File: src/sv/dtt_pkg.sv
// ----------------------------------------------------------------------------
// dtt_pkg: shared types and constants of the detection track table
// Item formats, table entry layout, item kinds and sequencer states.
// ----------------------------------------------------------------------------
package dtt_pkg;

    localparam int MAX_TRACKS = 16;
    localparam int IDX_W      = (MAX_TRACKS > 1) ? $clog2(MAX_TRACKS) : 1;
    localparam int CNT_W      = $clog2(MAX_TRACKS + 1);

    localparam int MIN_HITS_RESET = 15;
    localparam logic [7:0] HITS_MAX = 8'hFF;

    typedef enum logic [1:0] {
        KIND_DETECT = 2'd0,
        KIND_EOF    = 2'd1,
        KIND_LOST   = 2'd2
    } kind_t;

    typedef enum logic [1:0] {
        ST_IDLE,
        ST_SCAN,
        ST_WRAP,
        ST_DONE
    } state_t;

    typedef struct packed {
        logic [1:0]  kind;
        logic [11:0] rect_x;
        logic [11:0] rect_y;
        logic [11:0] rect_w;
        logic [11:0] rect_h;
    } dtt_in_t;

    typedef struct packed {
        logic        matched;
        logic [3:0]  slot;
        logic        dropped;
        logic        lock;
        logic [11:0] lock_x;
        logic [11:0] lock_y;
        logic [11:0] lock_w;
        logic [11:0] lock_h;
        logic [4:0]  live_entries;
    } dtt_out_t;

    typedef struct packed {
        logic [11:0] left;
        logic [11:0] top;
        logic [11:0] width;
        logic [11:0] height;
        logic [7:0]  hits;
        logic        fresh;
    } entry_t;

    typedef struct packed {
        logic shift;
        logic write;
    } cell_ctrl_t;

endpackage

File: src/sv/dtt_cell.sv
// ----------------------------------------------------------------------------
// dtt_cell: one table entry
// Holds one rectangle with its hit count and update mark. It either takes
// the entry of its upper neighbor, loads a written entry, or holds.
// ----------------------------------------------------------------------------
module dtt_cell
    import dtt_pkg::*;
(
    input  logic       clk,
    input  cell_ctrl_t ctrl,
    input  entry_t     nbr,
    input  entry_t     wdata,
    output entry_t     ent
);

    entry_t ent_reg;
    entry_t ent_next;

    // A write lands on a place already vacated by the shift, so it wins.
    always_comb
    begin
        ent_next = ent_reg;
        if (ctrl.write)
        begin
            ent_next = wdata;
        end
        else if (ctrl.shift)
        begin
            ent_next = nbr;
        end
    end

    always_ff @(posedge clk)
    begin
        ent_reg <= ent_next;
    end

    assign ent = ent_reg;

endmodule

File: src/sv/dtt_match.sv
// ----------------------------------------------------------------------------
// dtt_match: detection against entry test
// Center strictly inside the entry, and each size ratio at least 3/4.
// ----------------------------------------------------------------------------
module dtt_match
    import dtt_pkg::*;
(
    input  entry_t  ent,
    input  dtt_in_t det,
    output logic    fit
);

    logic [13:0] cx;
    logic [13:0] cy;
    logic [13:0] x_lo;
    logic [13:0] x_hi;
    logic [13:0] y_lo;
    logic [13:0] y_hi;
    logic [11:0] w_min;
    logic [11:0] w_max;
    logic [11:0] h_min;
    logic [11:0] h_max;
    logic        center_in;
    logic        w_ok;
    logic        h_ok;

    always_comb
    begin
        cx   = {1'b0, det.rect_x, 1'b0} + {2'b00, det.rect_w};
        cy   = {1'b0, det.rect_y, 1'b0} + {2'b00, det.rect_h};
        x_lo = {1'b0, ent.left, 1'b0};
        y_lo = {1'b0, ent.top, 1'b0};
        x_hi = {({1'b0, ent.left} + {1'b0, ent.width}), 1'b0};
        y_hi = {({1'b0, ent.top} + {1'b0, ent.height}), 1'b0};
        center_in = (cx > x_lo) && (cx < x_hi) && (cy > y_lo) && (cy < y_hi);

        w_min = (det.rect_w < ent.width) ? det.rect_w : ent.width;
        w_max = (det.rect_w < ent.width) ? ent.width : det.rect_w;
        h_min = (det.rect_h < ent.height) ? det.rect_h : ent.height;
        h_max = (det.rect_h < ent.height) ? ent.height : det.rect_h;

        // 4*min against 3*max, with 3*max written as 2*max + max.
        w_ok = {w_min, 2'b00} >= ({1'b0, w_max, 1'b0} + {2'b00, w_max});
        h_ok = {h_min, 2'b00} >= ({1'b0, h_max, 1'b0} + {2'b00, h_max});

        fit = center_in && w_ok && h_ok;
    end

endmodule

File: src/sv/detection_track_table.sv
// ----------------------------------------------------------------------------
// detection_track_table: ordered table of candidate rectangles
// Each accepted item is handled up to its result before the next is taken:
// detections and ends of frame in detection mode pass through SCAN, WRAP
// and DONE; other items go through WRAP and DONE and skip the scan. The
// scan moves the entry row past its head cell once, one entry a cycle, and
// a stalled result holds off the next item.
// Reset: empty table, detection mode, min_hits 15; no clearing pass.
// ----------------------------------------------------------------------------
module detection_track_table
    import dtt_pkg::*;
(
    input  logic     clk,
    input  logic     rst_n,
    input  logic     in_valid,
    output logic     in_stall,
    input  dtt_in_t  in_data,
    output logic     out_valid,
    input  logic     out_stall,
    output dtt_out_t out_data,
    input  logic     cfg_valid,
    output logic     cfg_ready,
    input  logic [7:0] cfg_data
);

    state_t             state_reg;
    state_t             state_next;
    dtt_in_t            op_reg;
    dtt_in_t            op_next;
    logic [CNT_W-1:0]   k_reg;
    logic [CNT_W-1:0]   k_next;
    logic [CNT_W-1:0]   c_reg;
    logic [CNT_W-1:0]   c_next;
    logic [CNT_W-1:0]   total_reg;
    logic [CNT_W-1:0]   total_next;
    logic [CNT_W-1:0]   hit_slot_reg;
    logic [CNT_W-1:0]   hit_slot_next;
    logic               hit_reg;
    logic               hit_next;
    logic               lock_found_reg;
    logic               lock_found_next;
    entry_t             lock_ent_reg;
    entry_t             lock_ent_next;
    logic               locked_reg;
    logic               locked_next;
    logic [7:0]         min_hits_reg;
    dtt_out_t           res_reg;
    dtt_out_t           res_next;
    dtt_out_t           out_reg;
    logic               out_valid_reg;

    entry_t             cell_ent   [MAX_TRACKS];
    cell_ctrl_t         cell_ctrl  [MAX_TRACKS];
    entry_t             wdata;
    entry_t             head;
    entry_t             head_upd;
    entry_t             new_ent;
    logic               fit_raw;
    logic               fit_now;
    logic               in_accept;
    logic               scan_step;
    logic               is_detect;
    logic               is_eof;
    logic               room;
    logic               keep;
    logic               append;
    logic               out_load;
    logic [CNT_W-1:0]   wpos;

    assign in_accept = in_valid && !in_stall;
    assign in_stall  = (state_reg != ST_IDLE);
    assign cfg_ready = 1'b1;
    assign out_valid = out_valid_reg;
    assign out_data  = out_reg;

    assign head      = cell_ent[0];
    assign is_detect = (op_reg.kind == KIND_DETECT);
    assign is_eof    = (op_reg.kind == KIND_EOF);
    assign scan_step = (state_reg == ST_SCAN) && (k_reg != total_reg);
    assign room      = (total_reg < CNT_W'(MAX_TRACKS));
    assign out_load  = (state_reg == ST_DONE) && (!out_valid_reg || !out_stall);
    assign fit_now   = fit_raw && !hit_reg;
    assign append    = (state_reg == ST_WRAP) && is_detect && !locked_reg
                       && !hit_reg && room;

    dtt_match u_match
    (
        .ent (head),
        .det (op_reg),
        .fit (fit_raw)
    );

    always_comb
    begin
        head_upd       = head;
        head_upd.left  = op_reg.rect_x;
        head_upd.top   = op_reg.rect_y;
        head_upd.width = op_reg.rect_w;
        head_upd.height = op_reg.rect_h;
        head_upd.fresh = 1'b1;
        if (head.hits != HITS_MAX)
        begin
            head_upd.hits = head.hits + 8'd1;
        end

        new_ent.left   = op_reg.rect_x;
        new_ent.top    = op_reg.rect_y;
        new_ent.width  = op_reg.rect_w;
        new_ent.height = op_reg.rect_h;
        new_ent.hits   = 8'd1;
        new_ent.fresh  = 1'b1;
    end

    // The head entry goes back in behind the entries kept so far; with
    // remaining entries shifted down, that place is total - k - 1 + c.
    always_comb
    begin
        keep  = is_detect || head.fresh;
        wpos  = total_reg - k_reg - CNT_W'(1) + c_reg;
        wdata = head;
        if (state_reg == ST_WRAP)
        begin
            wdata = new_ent;
            wpos  = total_reg;
        end
        else if (is_detect)
        begin
            if (fit_now)
            begin
                wdata = head_upd;
            end
        end
        else
        begin
            wdata.fresh = 1'b0;
        end
    end

    genvar g;
    generate
        for (g = 0; g < MAX_TRACKS; g++)
        begin : g_cell
            entry_t nbr;

            if (g == MAX_TRACKS - 1)
            begin : g_last
                assign nbr = cell_ent[0];
            end
            else
            begin : g_mid
                assign nbr = cell_ent[g + 1];
            end

            assign cell_ctrl[g].shift = scan_step;
            assign cell_ctrl[g].write =
                ((scan_step && keep) || append)
                && (wpos[IDX_W-1:0] == IDX_W'(g));

            dtt_cell u_cell
            (
                .clk   (clk),
                .ctrl  (cell_ctrl[g]),
                .nbr   (nbr),
                .wdata (wdata),
                .ent   (cell_ent[g])
            );
        end
    endgenerate

    // Next state.
    always_comb
    begin
        state_next = state_reg;
        case (state_reg)
            ST_IDLE:
            begin
                if (in_accept)
                begin
                    if ((in_data.kind == KIND_DETECT || in_data.kind == KIND_EOF)
                        && !locked_reg)
                    begin
                        state_next = ST_SCAN;
                    end
                    else
                    begin
                        state_next = ST_WRAP;
                    end
                end
            end
            ST_SCAN:
            begin
                if (k_reg == total_reg)
                begin
                    state_next = ST_WRAP;
                end
            end
            ST_WRAP:
            begin
                state_next = ST_DONE;
            end
            ST_DONE:
            begin
                if (out_load)
                begin
                    state_next = ST_IDLE;
                end
            end
            default:
            begin
                state_next = ST_IDLE;
            end
        endcase
    end

    // Sequencer registers and result.
    always_comb
    begin
        op_next         = op_reg;
        k_next          = k_reg;
        c_next          = c_reg;
        total_next      = total_reg;
        hit_next        = hit_reg;
        hit_slot_next   = hit_slot_reg;
        lock_found_next = lock_found_reg;
        lock_ent_next   = lock_ent_reg;
        locked_next     = locked_reg;
        res_next        = res_reg;
        case (state_reg)
            ST_IDLE:
            begin
                if (in_accept)
                begin
                    op_next         = in_data;
                    k_next          = '0;
                    c_next          = '0;
                    hit_next        = 1'b0;
                    lock_found_next = 1'b0;
                end
            end
            ST_SCAN:
            begin
                if (scan_step)
                begin
                    k_next = k_reg + CNT_W'(1);
                    if (keep)
                    begin
                        c_next = c_reg + CNT_W'(1);
                    end
                    if (is_detect)
                    begin
                        if (fit_now)
                        begin
                            hit_next      = 1'b1;
                            hit_slot_next = k_reg;
                        end
                    end
                    else if (head.fresh)
                    begin
                        // Scanning upward, the last candidate is the newest.
                        if (head.hits > min_hits_reg)
                        begin
                            lock_found_next = 1'b1;
                            lock_ent_next   = head;
                        end
                    end
                end
            end
            ST_WRAP:
            begin
                res_next = '0;
                case (op_reg.kind)
                    KIND_LOST:
                    begin
                        total_next  = '0;
                        locked_next = 1'b0;
                    end
                    KIND_DETECT:
                    begin
                        if (!locked_reg)
                        begin
                            if (hit_reg)
                            begin
                                res_next.matched = 1'b1;
                                res_next.slot    = 4'(hit_slot_reg);
                            end
                            else if (room)
                            begin
                                res_next.slot = 4'(total_reg);
                                total_next    = total_reg + CNT_W'(1);
                            end
                            else
                            begin
                                res_next.dropped = 1'b1;
                            end
                        end
                    end
                    KIND_EOF:
                    begin
                        if (!locked_reg)
                        begin
                            if (lock_found_reg)
                            begin
                                locked_next     = 1'b1;
                                total_next      = '0;
                                res_next.lock   = 1'b1;
                                res_next.lock_x = lock_ent_reg.left;
                                res_next.lock_y = lock_ent_reg.top;
                                res_next.lock_w = lock_ent_reg.width;
                                res_next.lock_h = lock_ent_reg.height;
                            end
                            else
                            begin
                                total_next = c_reg;
                            end
                        end
                    end
                    default:
                    begin
                        total_next = total_reg;
                    end
                endcase
                res_next.live_entries = 5'(total_next);
            end
            default:
            begin
                res_next = res_reg;
            end
        endcase
    end

    always_ff @(posedge clk or negedge rst_n)
    begin
        if (!rst_n)
        begin
            state_reg     <= ST_IDLE;
            total_reg     <= '0;
            locked_reg    <= 1'b0;
            min_hits_reg  <= 8'(MIN_HITS_RESET);
            out_valid_reg <= 1'b0;
            k_reg         <= '0;
            c_reg         <= '0;
            hit_reg       <= 1'b0;
            lock_found_reg <= 1'b0;
        end
        else
        begin
            state_reg      <= state_next;
            total_reg      <= total_next;
            locked_reg     <= locked_next;
            k_reg          <= k_next;
            c_reg          <= c_next;
            hit_reg        <= hit_next;
            lock_found_reg <= lock_found_next;
            if (cfg_valid && cfg_ready)
            begin
                min_hits_reg <= cfg_data;
            end
            if (out_load)
            begin
                out_valid_reg <= 1'b1;
            end
            else if (!out_stall)
            begin
                out_valid_reg <= 1'b0;
            end
        end
    end

    always_ff @(posedge clk)
    begin
        op_reg       <= op_next;
        hit_slot_reg <= hit_slot_next;
        lock_ent_reg <= lock_ent_next;
        res_reg      <= res_next;
        if (out_load)
        begin
            out_reg <= res_reg;
        end
    end

endmodule

File: config.mk
export PLATFORM = sky130hd
export DESIGN_NAME = detection_track_table
export DESIGN_NICKNAME = d
export VERILOG_FILES = /design/src/sv/dtt_pkg.sv /design/src/sv/dtt_cell.sv /design/src/sv/dtt_match.sv /design/src/sv/detection_track_table.sv
export SDC_FILE = /design/constraint.sdc
export NUM_CORES = 2
export LEC_CHECK = 0
export BUFFER_PORTS_ARGS = -buffer_cell sky130_fd_sc_hd__buf_2
export CORE_MARGIN = 1
export CORE_UTILIZATION = 50
export DETAILED_ROUTE_END_ITERATION = 10
export PLACE_DENSITY = 0.66
export SYNTH_ARGS = -nofsm -noshare
export SYNTH_HDL_FRONTEND = slang
export SYNTH_SLANG_ARGS = --single-unit
File: constraint.sdc
create_clock -name clk -period 9.4 [get_ports clk]
set_input_delay 0 -clock clk [delete_from_list [all_inputs] [get_ports clk]]
set_output_delay 0 -clock clk [all_outputs]
set_load 0.02 [all_outputs]
Yosys cells after proc, flatten, opt, wreduce, memory -nomap -nowiden
Index checks and enable logic that the tools add are counted.

storage, ports and cells
  bits in registers = 1163
  input bits = 63

operators by class
  bitwise gates (word level) = 3
  multiplexer cells = 79
  eq/ne operators = 35
  order comparisons = 10
  $add $sub $neg = 13
  reductions and logical operators = 76

operators by type and width
  kind                   count
  $mux W57               34
  $add A13 B12 Y14       4
  $mux W56               1
  $mux W49               1
  $mux W12               4
  $mux W5                9
  $reduce_bool A2 Y1     19
  $eq A4 B4 Y1 const B   8
  $logic_and A1 B1 Y1    31
  $ge A14 B14 Y1         2
  $gt A14 B13 Y1         2
  $lt A14 B14 Y1         2
  $add A12 B12 Y13       2
  $lt A12 B12 Y1         2
  $pmux W5 S2            2
  $eq A4 B3 Y1 const B   4
  $add A5 B1 Y5 const B  3
  $mux W1                15
  $pmux W5 S3            1
  $ne A2 B2 Y1 const B   7
  $mux W4                3
  $reduce_and A5 Y1      2
  $add A8 B1 Y8 const B  1
  $eq A4 B2 Y1 const B   2
  other kinds (27)       55

Logic depth before layout (Yosys ltp)
  depth in word-level cells = 12
  depth in mapped cells = 32

By module
Synthesis repeated with hierarchy kept, for this count alone.

unflattened totals
  cell total of the unflattened synthesis = 3323
  area total of the unflattened synthesis = 55470.7 um^2

modules (own cells, without submodules)
  module                 instances  cells each  area an instance (um^2)
  dtt_cell               16         121         2479.9
  detection_track_table  1          647         10187.3
  dtt_match              1          740         5605.4

Worst setup path after synthesis
OpenSTA, ideal clock, no wires.

  kind = register to register
  from = reg min_hits_reg[1]
  to = reg lock_ent_reg[10] (netlist bit) (enable)
  required time = 8.807 ns
  stages on the path, launching flop included = 10
  arrival time = 6.391 ns
  path buffers = 0
  period minus slack after synthesis = 6.984 ns
  slack = 2.416 ns
  cells stage by stage = dfstp_2 -> inv_1 -> ha_1 -> nor2b_1 -> o21a_1 -> o21ai_0 -> nand2b_1 -> a21oi_1 -> o21ai_0 -> nor4b_1

between the ends
  longest elaborated chain between the ends = 2

ends and longest elaborated chain
  what                         RTL line                      RTL
  start, declared              detection_track_table.sv:46   logic [7:0] min_hits_reg;
  start signal, assigned       detection_track_table.sv:338  min_hits_reg <= 8'(MIN_HITS_RESET);
  start signal, assigned       detection_track_table.sv:356  min_hits_reg <= cfg_data;
  $gt A8 B8 Y1                 detection_track_table.sv:260  if (head.hits > min_hits_reg)
  $reduce_and A5 Y1 (no line)  n/a
  end signal, assigned         detection_track_table.sv:373  lock_ent_reg <= lock_ent_next;
  end, declared                detection_track_table.sv:42   entry_t lock_ent_reg;

Every way passes these cells.
A chain may end at the register's enable or synchronous reset.

==> flow_metrics.py <==
metrics = {
    "placement": {
        "placement.io_buffers": 124,
        "place_congestion": 0.9127,
        "hpwl_um": 88410,
        "placed_cells": 5731,
    },
    "run_status": {
        "outcome": "completed",
    },
    "detailed_routing": {
        "viasPerCell": 5.870,
        "drt_wl_total_um": 143900,
        "first_pass_iters": 5,
        "num_vias": 35471,
        "drc": 0,
        "routedWlPerCell_um": 23.81,
        "antenna_left": 0,
        "initialDrtViolationCount": 3389,
    },
    "yosys": {
        "syn_inst": 4397,
        "yosys_most_used_dff": "edfxtp_1",
        "syn_nets": 4650,
        "synth_seq_cells": 1163,
        "syn_avg_cell_area_sq_um": 11.96,
        "synth_edf_count": 1134,
        "ys_seq_area_share_pct": 66.15,
        "async_flop_share_pct": 2.494,
        "yosysWarningCount": 0,
        "ys_types": 72,
        "synth_area_sq_um": 52580,
    },
    "clock_network": {
        "cts_made_buffers": 115,
        "path_clk_slew_ps": 60,
        "htreeDepth": 3,
        "clk_latency_ps": 720,
        "cts_buffer_depth": 3,
        "clockRootBuffer": "clkbuf_16",
        "cts-resized-gates": 0,
        "clock_sinks": 1163,
        "cts_tree": "done",
    },
    "global_route": {
        "grtUsageTotal_pct": 26.82,
        "antenna_found_initial": 1,
        "grt_max_degree": 93,
        "grt_pass1_wl_um": 215500,
        "grt.overflow.total": 0,
        "grt_pass1_vias": 34584,
    },
    "timing": {
        "tns_ps": 0,
        "hold_violations": 0,
        "skew_ps": 38.63,
        "fin_crit_sh_pct": 88.15,
        "max_clock_freq_ghz": 0.1207,
        "rsz0062_at_grt": "no",
        "setup_viol": 0,
        "worst_pin_slew_ps": 1158,
        "final_max_slew_viol_count": 0,
        "min_period_ps": 8287,
        "slew_headroom_pct": 22.51,
    },
    "critical_path": {
        "cp-end-kind": "register",
        "critPathArrivalTime_ps": 8710,
        "worstPathRequired_ps": 9820,
        "crit_type": "register to register",
        "critPathLaunchType": "register",
        "cp_max_fo": 36,
    },
    "layout": {
        "final_cell_mix": "1134 x edfxtp_1, 942 x nand2_1, 901 x o21ai_0, 179 x ha_1, 124 x buf_2",
        "fin_cells": 6043,
        "largest_reg_flops": 912,
        "final_common_cell": "edfxtp_1",
        "n_antenna_cell": 0,
        "postLayoutCoreUtil_pct": 57.41,
        "layout-drive-gt1-share_pct": 11.22,
        "area_growth_pct": 13.48,
        "num-nets-final": 4818,
    },
    "floorplanning": {
        "core_area_sq_um": 103900,
        "die-height_um": 326.3,
        "die-area_sq_um": 106500,
        "row_count": 118,
        "start_util_pct": 50.59,
        "ioPinCount": 126,
        "die_w_um": 326.3,
    },
    "flow_run": {
        "max_cap_violations": 0,
    },
    "pwr": {
        "power_leakage_nw": 23.25,
        "power-per-cell-area_nw_per_um2": 367.9,
        "max-vdd-ir-drop_mv": 0.3332,
    },
    "hold_path": {
        "hp-class": "primary input to register",
    },
}
-- cells in the mapped netlist, types with 4 or more instances --
| cell | number | area share, % |
|---|---|---|
| buf_2 | 14 | 0.13 |
| a211oi_1 | 16 | 0.23 |
| dfrtp_1 | 25 | 1.2 |
| nand3_1 | 37 | 0.35 |
| o21ai_0 | 901 | 8.6 |
| fa_1 | 10 | 0.38 |
| nor2b_1 | 16 | 0.19 |
| nand4b_1 | 4 | 0.067 |
| or2_2 | 4 | 0.048 |
| nand2_1 | 973 | 6.9 |
| and3_1 | 17 | 0.20 |
| ha_1 | 180 | 4.3 |
| xnor2_1 | 48 | 0.80 |
| clkbuf_1 | 256 | 1.8 |
| mux2_1 | 9 | 0.19 |
| buf_1 | 4 | 0.029 |
| edfxtp_1 | 1134 | 65 |
| a22o_1 | 4 | 0.067 |
| o21ai_1 | 5 | 0.048 |
| nor2_1 | 79 | 0.56 |
| inv_1 | 105 | 0.75 |
| a21o_1 | 30 | 0.43 |
| o21a_1 | 10 | 0.14 |
| nand4_1 | 27 | 0.32 |
| mux2i_1 | 67 | 1.3 |
| nand2b_1 | 14 | 0.17 |
| xor2_1 | 33 | 0.55 |
| a211o_1 | 5 | 0.083 |
| a31oi_1 | 25 | 0.30 |
| o21bai_1 | 13 | 0.19 |
| nor4_1 | 5 | 0.059 |
| a31o_2 | 4 | 0.067 |
| dfstp_2 | 4 | 0.20 |
| and2_1 | 69 | 0.82 |
| mux2_2 | 67 | 1.4 |
| a41oi_1 | 4 | 0.067 |
| o211ai_1 | 17 | 0.24 |
| a21oi_1 | 73 | 0.69 |
| nor3_1 | 29 | 0.28 |
-- worst max-delay path: stages (launching register included) --
cell and delay, ps:
edfxtp_1 580, inv_1 110, ha_1 300, a2111oi_2 350, a2111oi_2 120, nor4b_4 730, mux2i_1 440, inv_1 90
ha_1 220, maj3_1 340, mux2i_1 240, o221ai_1 250, a31o_2 280, a21oi_1 170, xor2_1 170, ha_1 270
and3_1 150, nand4_1 100, o22ai_1 90, a211oi_1 510, a211oi_2 140, buf_4 240, a21oi_4 610, buf_12 360
mux2i_1 870, o21ai_0 240
-- repair_timing --
| action | 4_1_cts | 5_1_grt |
|---|---|---|
| hold buffers | 97 | 0 |
| buffers inserted | 0 | 0 |
| hold endpoints to repair | 101 | 0 |
-- where the power goes --
group          internal [mW]  switching (mW)  total (mW)
Clock                   2.60            2.00        4.60
Combinational           2.61            5.55        8.16
Sequential              8.42           0.766        9.19
-- path summary, 6_finish.rpt --
check                                         start                  endpoint  slack [ps]  cells past startpoint
hold / removal                          in_data[14]              head_upd[23]          30                      2
setup / recovery           g_cell[0].u_cell.ent[10]  g_cell[3].u_cell.ent[23]        1110                     25
hold reg to reg                         res_reg[15]              out_data[15]         400                      0
max in group asynchronous                     rst_n           min_hits_reg[5]        8750                      4
setup reg to reg           g_cell[0].u_cell.ent[10]  g_cell[3].u_cell.ent[23]        1110                     25
min in group asynchronous                     rst_n           min_hits_reg[0]         470                      3
-- stage by stage --
| stage | total power [mW] | hold slack [ps] | cell area [sq um] | worst slack, ps |
|---|---|---|---|---|
| finish | 21.95 | 34.80 | 59670 | 1113 |
| global route | 23.18 | 15.03 | 59670 | 479.3 |
| CTS | 21.95 | 2.615 | 59670 | 1139 |
| detailed placement | 17.29 | 86.59 | 54960 | 1107 |
| global placement | 17.10 | 79.75 | 54960 | 1267 |
| floorplan | 14.30 | -295.6 | 52580 | 2416 |
-- kinds of logic (layout without fill, tap and decap cells) --
group	after synthesis	in the layout	share of synthesized area, %
mux	143	143	2.903
fa+ha+maj	192	192	4.702
flops	1163	1163	66.15
simple gates	1287	1287	10.25
other cells	1	1	0.007132
compound gates	1149	1149	11.86
buf+inv	381	647	2.774
xor+xnor	81	81	1.349
-- final cells by class --
class | count | area, sq um
well taps | 1380 | 1727
flip-flops and latches | 1163 | 34780
inverters | 105 | 394.1
fillers | 8576 | 44270
multi-input cells | 2853 | 16630
clock inverters | 70 | 716.9
repair buffers | 327 | 2410
clock buffers | 145 | 3010
-- per-layer routing --
metal / track usage, % / vias to the layer above / share of wire, % / wire [um]
li1: - / 16266 / - / -
met4: 8.117 / 0 / 3.1 / 4472
met1: 36.86 / 17616 / 42 / 60800
met2: 44.31 / 1313 / 48 / 68440
met5: 0 / - / 0 / 0
met3: 3.929 / 276 / 7.1 / 10150
(Power assumes the default switching activity.)
